$ cat src/rtl/sfp_pkg.sv
package sfp_pkg;

    // Frame format
    localparam logic [7:0] HDR_BYTE   = 8'hAA;
    localparam logic [7:0] CODE_LIMIT = 8'hFF;
    localparam int         MAX_PAYLOAD = 32;
    localparam int         LEN_W       = 6;

    // Function codes that update held values
    localparam logic [7:0] CODE_DIST = 8'hF0;
    localparam logic [7:0] CODE_FLAG = 8'hF2;
    localparam logic [7:0] CODE_STEP = 8'hF3;

    // A completed frame, handed from the parser to the dispatch stage.
    typedef struct packed {
        logic             valid;
        logic [7:0]       code;
        logic [LEN_W-1:0] length;
        logic [7:0]       first_byte;
        logic [7:0]       second_byte;
    } t_frame_done;

endpackage

$ cat src/rtl/sfp_if.sv
// Received byte channel.
interface sfp_byte_if;
    logic       valid;
    logic       ready;
    logic [7:0] rx_byte;

    modport source (output valid, output rx_byte, input ready);
    modport sink   (input valid, input rx_byte, output ready);
endinterface

// Parsed frame result channel.
interface sfp_result_if;
    logic                      valid;
    logic                      ready;
    logic [7:0]                frame_code;
    logic [sfp_pkg::LEN_W-1:0] payload_length;
    logic [15:0]               word_value;
    logic [15:0]               distance_value;
    logic [7:0]                flag_value;
    logic [7:0]                step_value;

    modport source (
        output valid, output frame_code, output payload_length, output word_value,
        output distance_value, output flag_value, output step_value, input ready
    );
    modport sink (
        input valid, input frame_code, input payload_length, input word_value,
        input distance_value, input flag_value, input step_value, output ready
    );
endinterface

$ cat src/rtl/sfp_parser.sv
module sfp_parser (
    input  logic                 i_clk,
    input  logic                 i_rst_n,
    input  logic                 i_valid,
    output logic                 o_ready,
    input  logic [7:0]           i_byte,
    input  logic                 i_take,
    output sfp_pkg::t_frame_done o_done
);

    localparam logic [2:0] PH_IDLE    = 3'd0;
    localparam logic [2:0] PH_HDR1    = 3'd1;
    localparam logic [2:0] PH_CODE    = 3'd2;
    localparam logic [2:0] PH_LEN     = 3'd3;
    localparam logic [2:0] PH_PAYLOAD = 3'd4;
    localparam logic [2:0] PH_TRAILER = 3'd5;

    logic                      r_in_valid, n_in_valid;
    logic [7:0]                r_in_byte,  n_in_byte;
    logic [2:0]                r_phase,    n_phase;
    logic [sfp_pkg::LEN_W-1:0] r_left,     n_left;
    logic [sfp_pkg::LEN_W-1:0] r_taken,    n_taken;
    logic [7:0]                r_code,     n_code;
    logic [sfp_pkg::LEN_W-1:0] r_length,   n_length;
    logic [7:0]                r_first,    n_first;
    logic [7:0]                r_second,   n_second;
    logic                      proc;
    logic                      keep;

    // The registered byte is worked on once the result side has room.
    assign proc    = r_in_valid && i_take;
    assign o_ready = !r_in_valid || proc;

    always_comb begin
        n_in_valid = r_in_valid;
        n_in_byte  = r_in_byte;
        if (o_ready) begin
            n_in_valid = i_valid;
            n_in_byte  = i_byte;
        end
    end

    always_comb begin
        n_phase  = r_phase;
        n_left   = r_left;
        n_taken  = r_taken;
        n_code   = r_code;
        n_length = r_length;
        keep     = 1'b0;
        o_done   = '0;
        if (proc) begin
            case (r_phase)
                PH_IDLE: begin
                    n_phase = (r_in_byte == sfp_pkg::HDR_BYTE) ? PH_HDR1 : PH_IDLE;
                end
                PH_HDR1: begin
                    n_phase = (r_in_byte == sfp_pkg::HDR_BYTE) ? PH_CODE : PH_IDLE;
                end
                PH_CODE: begin
                    if (r_in_byte < sfp_pkg::CODE_LIMIT) begin
                        n_code  = r_in_byte;
                        n_phase = PH_LEN;
                    end else begin
                        n_phase = PH_IDLE;
                    end
                end
                PH_LEN: begin
                    if (r_in_byte <= 8'(sfp_pkg::MAX_PAYLOAD)) begin
                        n_length = r_in_byte[sfp_pkg::LEN_W-1:0];
                        n_left   = r_in_byte[sfp_pkg::LEN_W-1:0];
                        n_taken  = '0;
                        n_phase  = PH_PAYLOAD;
                    end else begin
                        n_phase = PH_IDLE;
                    end
                end
                PH_PAYLOAD: begin
                    if (r_left != '0) begin
                        n_left  = r_left - 1'b1;
                        keep    = 1'b1;
                        n_taken = r_taken + 1'b1;
                        n_phase = (r_left == sfp_pkg::LEN_W'(1)) ? PH_TRAILER : PH_PAYLOAD;
                    end else begin
                        // Zero-length frame: dropped on this byte.
                        n_phase = PH_IDLE;
                    end
                end
                PH_TRAILER: begin
                    keep         = 1'b1;
                    n_phase      = PH_IDLE;
                    o_done.valid = 1'b1;
                end
                default: begin
                    n_phase = PH_IDLE;
                end
            endcase
        end

        // Frame bytes 4 and 5 are the first two bytes after the length.
        n_first  = r_first;
        n_second = r_second;
        if (keep && r_taken == '0) begin
            n_first = r_in_byte;
        end
        if (keep && r_taken == sfp_pkg::LEN_W'(1)) begin
            n_second = r_in_byte;
        end

        o_done.code        = r_code;
        o_done.length      = r_length;
        o_done.first_byte  = n_first;
        o_done.second_byte = n_second;
    end

    always_ff @(posedge i_clk) begin
        if (!i_rst_n) begin
            r_in_valid <= 1'b0;
            r_phase    <= PH_IDLE;
            r_left     <= '0;
            r_taken    <= '0;
            r_code     <= '0;
            r_length   <= '0;
            r_first    <= '0;
            r_second   <= '0;
        end else begin
            r_in_valid <= n_in_valid;
            r_phase    <= n_phase;
            r_left     <= n_left;
            r_taken    <= n_taken;
            r_code     <= n_code;
            r_length   <= n_length;
            r_first    <= n_first;
            r_second   <= n_second;
        end
    end

    always_ff @(posedge i_clk) begin
        r_in_byte <= n_in_byte;
    end

endmodule

$ cat src/rtl/sfp_dispatch.sv
module sfp_dispatch (
    input  logic                 i_clk,
    input  logic                 i_rst_n,
    input  sfp_pkg::t_frame_done i_done,
    output logic                 o_take,
    sfp_result_if.source         o_res
);

    logic                      r_out_valid, n_out_valid;
    logic [7:0]                r_code;
    logic [sfp_pkg::LEN_W-1:0] r_length;
    logic [15:0]               r_word;
    logic [15:0]               r_dist, n_dist;
    logic [7:0]                r_flag, n_flag;
    logic [7:0]                r_step, n_step;
    logic [15:0]               word;

    // Room for a new result when the register is empty or being drained.
    assign o_take = !r_out_valid || o_res.ready;
    assign word   = {i_done.first_byte, i_done.second_byte};

    always_comb begin
        n_dist      = r_dist;
        n_flag      = r_flag;
        n_step      = r_step;
        n_out_valid = r_out_valid && !o_res.ready;
        if (i_done.valid) begin
            n_out_valid = 1'b1;
            if (i_done.code == sfp_pkg::CODE_DIST) begin
                n_dist = word;
            end else if (i_done.code == sfp_pkg::CODE_FLAG) begin
                n_flag = i_done.first_byte;
            end else if (i_done.code == sfp_pkg::CODE_STEP) begin
                n_step = word[7:0];
            end
        end
    end

    always_ff @(posedge i_clk) begin
        if (!i_rst_n) begin
            r_out_valid <= 1'b0;
            r_dist      <= '0;
            r_flag      <= '0;
            r_step      <= '0;
        end else begin
            r_out_valid <= n_out_valid;
            r_dist      <= n_dist;
            r_flag      <= n_flag;
            r_step      <= n_step;
        end
    end

    always_ff @(posedge i_clk) begin
        if (i_done.valid) begin
            r_code   <= i_done.code;
            r_length <= i_done.length;
            r_word   <= word;
        end
    end

    assign o_res.valid          = r_out_valid;
    assign o_res.frame_code     = r_code;
    assign o_res.payload_length = r_length;
    assign o_res.word_value     = r_word;
    assign o_res.distance_value = r_dist;
    assign o_res.flag_value     = r_flag;
    assign o_res.step_value     = r_step;

endmodule

$ cat src/rtl/serial_frame_parser_dispatch_top.sv
// Serial frame parser. Each word on i_rx is one received byte. Frames have the
// form 0xAA 0xAA, code (below 0xFF), length (0 to 32), payload, and one trailer
// byte that is never checked. A byte that breaks the form returns the parser to
// idle and is consumed; it is not looked at again as a header start. A frame
// of zero length is dropped on the byte after its length. On the trailer byte
// one word leaves on o_res carrying the code, the length, frame bytes 4 and 5
// joined into a 16-bit word (with length one, byte 5 is the trailer), and the
// held distance, flag and step values after this frame's update: code 0xF0
// loads the distance from the word, 0xF2 loads the flag from byte 4, and 0xF3
// loads the step from byte 5. Throughput is one byte per clock. A byte is held
// in the input register and is parsed on its way into the result register, so
// a result is valid on o_res once its trailer has passed both registers. Input
// flow stalls only while a finished result waits on o_res.ready.
module serial_frame_parser_dispatch_top (
    input  logic         i_clk,
    input  logic         i_rst_n,
    sfp_byte_if.sink     i_rx,
    sfp_result_if.source o_res
);

    sfp_pkg::t_frame_done done;
    logic                 take;

    // Input register and frame state machine.
    sfp_parser u_parser (
        .i_clk   (i_clk),
        .i_rst_n (i_rst_n),
        .i_valid (i_rx.valid),
        .o_ready (i_rx.ready),
        .i_byte  (i_rx.rx_byte),
        .i_take  (take),
        .o_done  (done)
    );

    // Held values and the result register.
    sfp_dispatch u_dispatch (
        .i_clk   (i_clk),
        .i_rst_n (i_rst_n),
        .i_done  (done),
        .o_take  (take),
        .o_res   (o_res)
    );

endmodule
$ cat src/flat_wrapper.sv
// flat-port wrapper written by rule: the top's interface ports become plain ports
module serial_frame_parser_dispatch_top_flat 
  (i_clk, i_rst_n, i_rx_valid, i_rx_rx_byte, i_rx_ready, o_res_valid, o_res_frame_code, o_res_payload_length, o_res_word_value, o_res_distance_value, o_res_flag_value, o_res_step_value, o_res_ready);
  sfp_byte_if i_rx_i ();
  sfp_result_if o_res_i ();
  input  logic i_clk;
  input  logic i_rst_n;
  input wire logic [$bits(i_rx_i.valid)-1:0] i_rx_valid;
  input wire logic [$bits(i_rx_i.rx_byte)-1:0] i_rx_rx_byte;
  output wire logic [$bits(i_rx_i.ready)-1:0] i_rx_ready;
  output wire logic [$bits(o_res_i.valid)-1:0] o_res_valid;
  output wire logic [$bits(o_res_i.frame_code)-1:0] o_res_frame_code;
  output wire logic [$bits(o_res_i.payload_length)-1:0] o_res_payload_length;
  output wire logic [$bits(o_res_i.word_value)-1:0] o_res_word_value;
  output wire logic [$bits(o_res_i.distance_value)-1:0] o_res_distance_value;
  output wire logic [$bits(o_res_i.flag_value)-1:0] o_res_flag_value;
  output wire logic [$bits(o_res_i.step_value)-1:0] o_res_step_value;
  input wire logic [$bits(o_res_i.ready)-1:0] o_res_ready;
  assign i_rx_i.valid = i_rx_valid;
  assign i_rx_i.rx_byte = i_rx_rx_byte;
  assign i_rx_ready = i_rx_i.ready;
  assign o_res_valid = o_res_i.valid;
  assign o_res_frame_code = o_res_i.frame_code;
  assign o_res_payload_length = o_res_i.payload_length;
  assign o_res_word_value = o_res_i.word_value;
  assign o_res_distance_value = o_res_i.distance_value;
  assign o_res_flag_value = o_res_i.flag_value;
  assign o_res_step_value = o_res_i.step_value;
  assign o_res_i.ready = o_res_ready;
  serial_frame_parser_dispatch_top u_core (.i_clk(i_clk), .i_rst_n(i_rst_n), .i_rx(i_rx_i), .o_res(o_res_i));
endmodule
$ cat config.mk
export PLATFORM = sky130hd
export DESIGN_NAME = serial_frame_parser_dispatch_top_flat
export DESIGN_NICKNAME = d
export VERILOG_FILES = /design/src/rtl/sfp_pkg.sv /design/src/rtl/sfp_if.sv /design/src/rtl/sfp_parser.sv /design/src/rtl/sfp_dispatch.sv /design/src/rtl/serial_frame_parser_dispatch_top.sv /design/src/flat_wrapper.sv
export SDC_FILE = /design/constraint.sdc
export NUM_CORES = 1
export LEC_CHECK = 0
export BUFFER_PORTS_ARGS = -buffer_cell sky130_fd_sc_hd__buf_2
export CORE_UTILIZATION = 50
export DETAILED_ROUTE_END_ITERATION = 10
export HOLD_SLACK_MARGIN = 0.05
export PLACE_DENSITY_LB_ADDON = 0.08
export SLEW_MARGIN = 20
export SYNTH_ARGS = -nofsm -noshare
export SYNTH_HDL_FRONTEND = slang
export SYNTH_HIERARCHICAL = 1
export SYNTH_SLANG_ARGS = --single-unit
export TNS_END_PERCENT = 20
$ cat constraint.sdc
create_clock -name i_clk -period 8.7 [get_ports i_clk]
set_input_delay 1.74 -clock i_clk [delete_from_list [all_inputs] [get_ports i_clk]]
set_output_delay 1.74 -clock i_clk [all_outputs]
set_load 0.02 [all_outputs]
==> results.md <==
* Sw Pwr at 282 uW
* Max-Cap Viols at 0
* Post-Synthesis Cells at 393
* Initial Util at 52.0%
* WP buf/inv at 2
* Power per cell area at 220 nW/um2
* Post-CTS Setup Repair Bufs at 0
* Worst Path Arrival at 2.63 ns
* Post-CTS Hold Buffers at 0
* Slew Limit Headroom at 33.1%
* CTS Buffer Depth at 2
* CTS tree: done
* Comb pwr share at 1.4%
* Share of the synthesized area in the top cell type at 34.6%
* Fin nets at 491
* Largest net degree at the start of global routing at 78
* Hold Crit Class: reg -> reg
* Final non-filler cell total at 594
* Final antenna-violating net count at 0
* CTS Sinks at 117
* Clock Power Share at 51.9%
* Worst Max-Slew Pin Slew at 1.00 ns
* Internal power at 945 uW
* First-pass GRT wire length at 15.0 mm
* Layout fillers at 688
* Avg Inst Size Synth at 11.6 um2
* Sequential area share after synthesis at 59.5%
* Clk_lat worst skew at 0.50 ns
* Critical path cell sequence: buf_2 > nand2b_1 > nand2b_1 > buf_2
* Sw Ratio at 23.0%
* VDD IR-drop max at 0.150 mV
* Routed vias at 3,135
* CP delay by family, top: simple AND/OR/NAND/NOR gates
* Drc violations at 13
* Clock root cell: clkbuf_8
* Die H at 97.7 um
* DR WL/cell at 15.5 um
* 1st-pass router iterations at 7
* Critical path fanouts, max at 10
* Overflow after GRT at 0
* Port Buffer Count at 75
* Finished Cell Area at 5570 um2
* Antenna Cells at 0
* Layout cells sized above 1 at 27.8%
* Ports at 76
* Number of global-route vias before repair at 3,011
* Synth top area cells: dfxtp_1 35%, edfxtp_1 25%, mux2i_1 10%, nand2_1 5.0%, mux2_2 3.9%
* Final hold vios at 0
* Htree depth at 4
* Final Cycle Share at 50.2%
* Final worst path period need at 4.37 ns
* Number of synthesized flops with an enable pin at 38
* Post-Syn Area at 4580 um2
* Post-synth top area cell: dfxtp_1
* Top cells by count, synth: 79 x dfxtp_1, 61 x nand2_1, 46 x mux2i_1, 38 x edfxtp_1, 22 x nor2_1
* Placed Cells at 562
* CTS buffer count at 17
* Area after DPL at 5010 um2
* Post_cts resized at 0
* WS Path Type: in -> out
* Post-synth top flop: dfxtp_1
* GRT Util Overall at 20.5%
* Unique masters post-synth at 50
* Post-Syn Nets at 411
* Initial antenna violation count at 0
* Dpl hpwl at 5.97 mm
* Max incr delay on CP at 0.36 ns
* Most frequent cell after synthesis: dfxtp_1
* RSZ-0062 raised after global routing: no
* Failing checks: DRC
* Syn-to-layout area delta at 21.6%
* Vias per inst at 5.28
* Leak pwr at 0.00240 uW
* Max-slew violation count at 0
* Clk_skew at 0.00848 ns
* Sequential Power Share at 46.6%
* Post-synth ARST share at 0%
* Endpoints failing setup at 0
* Core area at 8810 um2
* WL final at 9.22 mm
* Crit-path slowest cell: nand2b_1
* Worst-path clk slew at 0.06 ns
* Setup crit start kind: primary input
* Crit end category: output port
* Sum Neg Setup Slack at 0 ns
* First-iteration detailed-routing DRC count at 142
* Yosys Warn Count at 6
* Yosys reg bits at 117
* Die X at 97.7 um
* Status: finished with violations
* GPL Wtd Cong at 0.816
* Die area at 9540 um2
* Fmax at 229 MHz
* WP data required at 6.96 ns
* FP Rows at 34
==> worst reg2reg max path: cells and delay by family, from the launching register on <==
kind	cells	cell delay [ns]
DFF	1	0.31
and+or+nand+nor	5	1.73
buffers and inverters	1	0.41
muxes	1	0.28
==> kinds of logic after synthesis <==
kind of cell | share of synthesized area, %
AO/OA/AOI/OAI | 5.71
XOR/XNOR | 0.383
AND/OR/NAND/NOR | 15.8
buffers and inverters | 2.95
multiplexers | 14.0
adder cells (fa/ha/maj) | 1.64
flip-flops | 59.5
==> state kept, by name (all words and copies together) (netlist names), 3 cells and up <==
| name | count |
|---|---|
| u_core/u_parser/r_phase | 3 |
| u_core/u_parser/r_length | 6 |
| u_core/u_dispatch/o_res.payload_length | 6 |
| u_core/u_parser/r_in_byte | 8 |
| u_core/u_dispatch/o_res.step_value | 8 |
| u_core/u_dispatch/o_res.flag_value | 8 |
| u_core/u_dispatch/o_res.frame_code | 8 |
| u_core/u_dispatch/o_res.distance_value | 16 |
| u_core/u_parser/r_first | 8 |
| u_core/u_parser/r_second | 8 |
| u_core/u_parser/r_code | 8 |
| u_core/u_parser/r_left | 6 |
| u_core/u_parser/r_taken | 6 |
| u_core/u_dispatch/o_res.word_value | 16 |
==> metrics by stage <==
stage	total power [uW]	setup slack, ns	util, %	hold WS (ns)
CTS	1240	4.32	63.2	0.439
finish	1230	4.33	63.2	0.435
floorplan	592	3.28	-	0.408
global route	1270	4.23	63.2	0.458
detailed placement	601	4.32	56.9	0.421
global placement	601	4.37	56.9	0.419
==> placed cells by master (no fill, tap or decap), drive strengths merged, types with 5 or more instances in the layout <==
master / instances
mux2: 16
inv: 20
a21oi: 9
o211ai: 5
nor3: 5
nand3: 10
mux2i: 46
edfxtp: 38
ha: 6
o21ai: 9
buf: 77
nor2: 23
clkbuf: 18
dfxtp: 79
and2: 18
nand2: 61
==> per-layer routing <==
layer / track usage, % / wire length [um]
met5: 0 / 0
met4: 7.34 / 36
met3: 4.89 / 389
met2: 33.7 / 4500
met1: 26.2 / 4290
==> power groups by stage <==
| stage | registers (uW) | logic (uW) | clock network (uW) |
|---|---|---|---|
| 6_report | 572 | 17.8 | 638 |
| 5_1_grt | 572 | 19.9 | 677 |
| 4_1_cts | 572 | 18.0 | 653 |
| 3_5_place_dp | 584 | 17.8 | 0 |
| 3_3_place_gp | 583 | 17.4 | 0 |
| 2_1_floorplan | 580 | 12.6 | 0 |
==> path summary, 6_finish.rpt <==
| check | from | to | slack, ns | cells after the start |
|---|---|---|---|---|
| min reg2reg | u_core/u_parser/r_length[3]$_SDFFE_PN0P_ | u_core/u_dispatch/o_res.payload_length[3]$_DFFE_PP_ | 0.44 | 0 |
| max reg2reg | u_core/u_dispatch/o_res.valid$_SDFF_PN0_ | u_core/u_dispatch/o_res.distance_value[15]$_SDFFE_PN0P_ | 5.89 | 7 |
| max | o_res_ready | i_rx_ready | 4.33 | 4 |
| min | u_core/u_parser/r_length[3]$_SDFFE_PN0P_ | u_core/u_dispatch/o_res.payload_length[3]$_DFFE_PP_ | 0.44 | 0 |
==> area by class of cell <==
type	instances	area, um2	area share, %
clock buffers	18	439	7.89
flip-flops and latches	117	2720	48.9
repair buffers	77	390	7.01
clock inverters	14	114	2.05
well taps	108	135	2.43
inverters	11	41.3	0.742
multi-input cells	249	1720	31.0
Note: power is estimated with default switching activity, not from simulation.
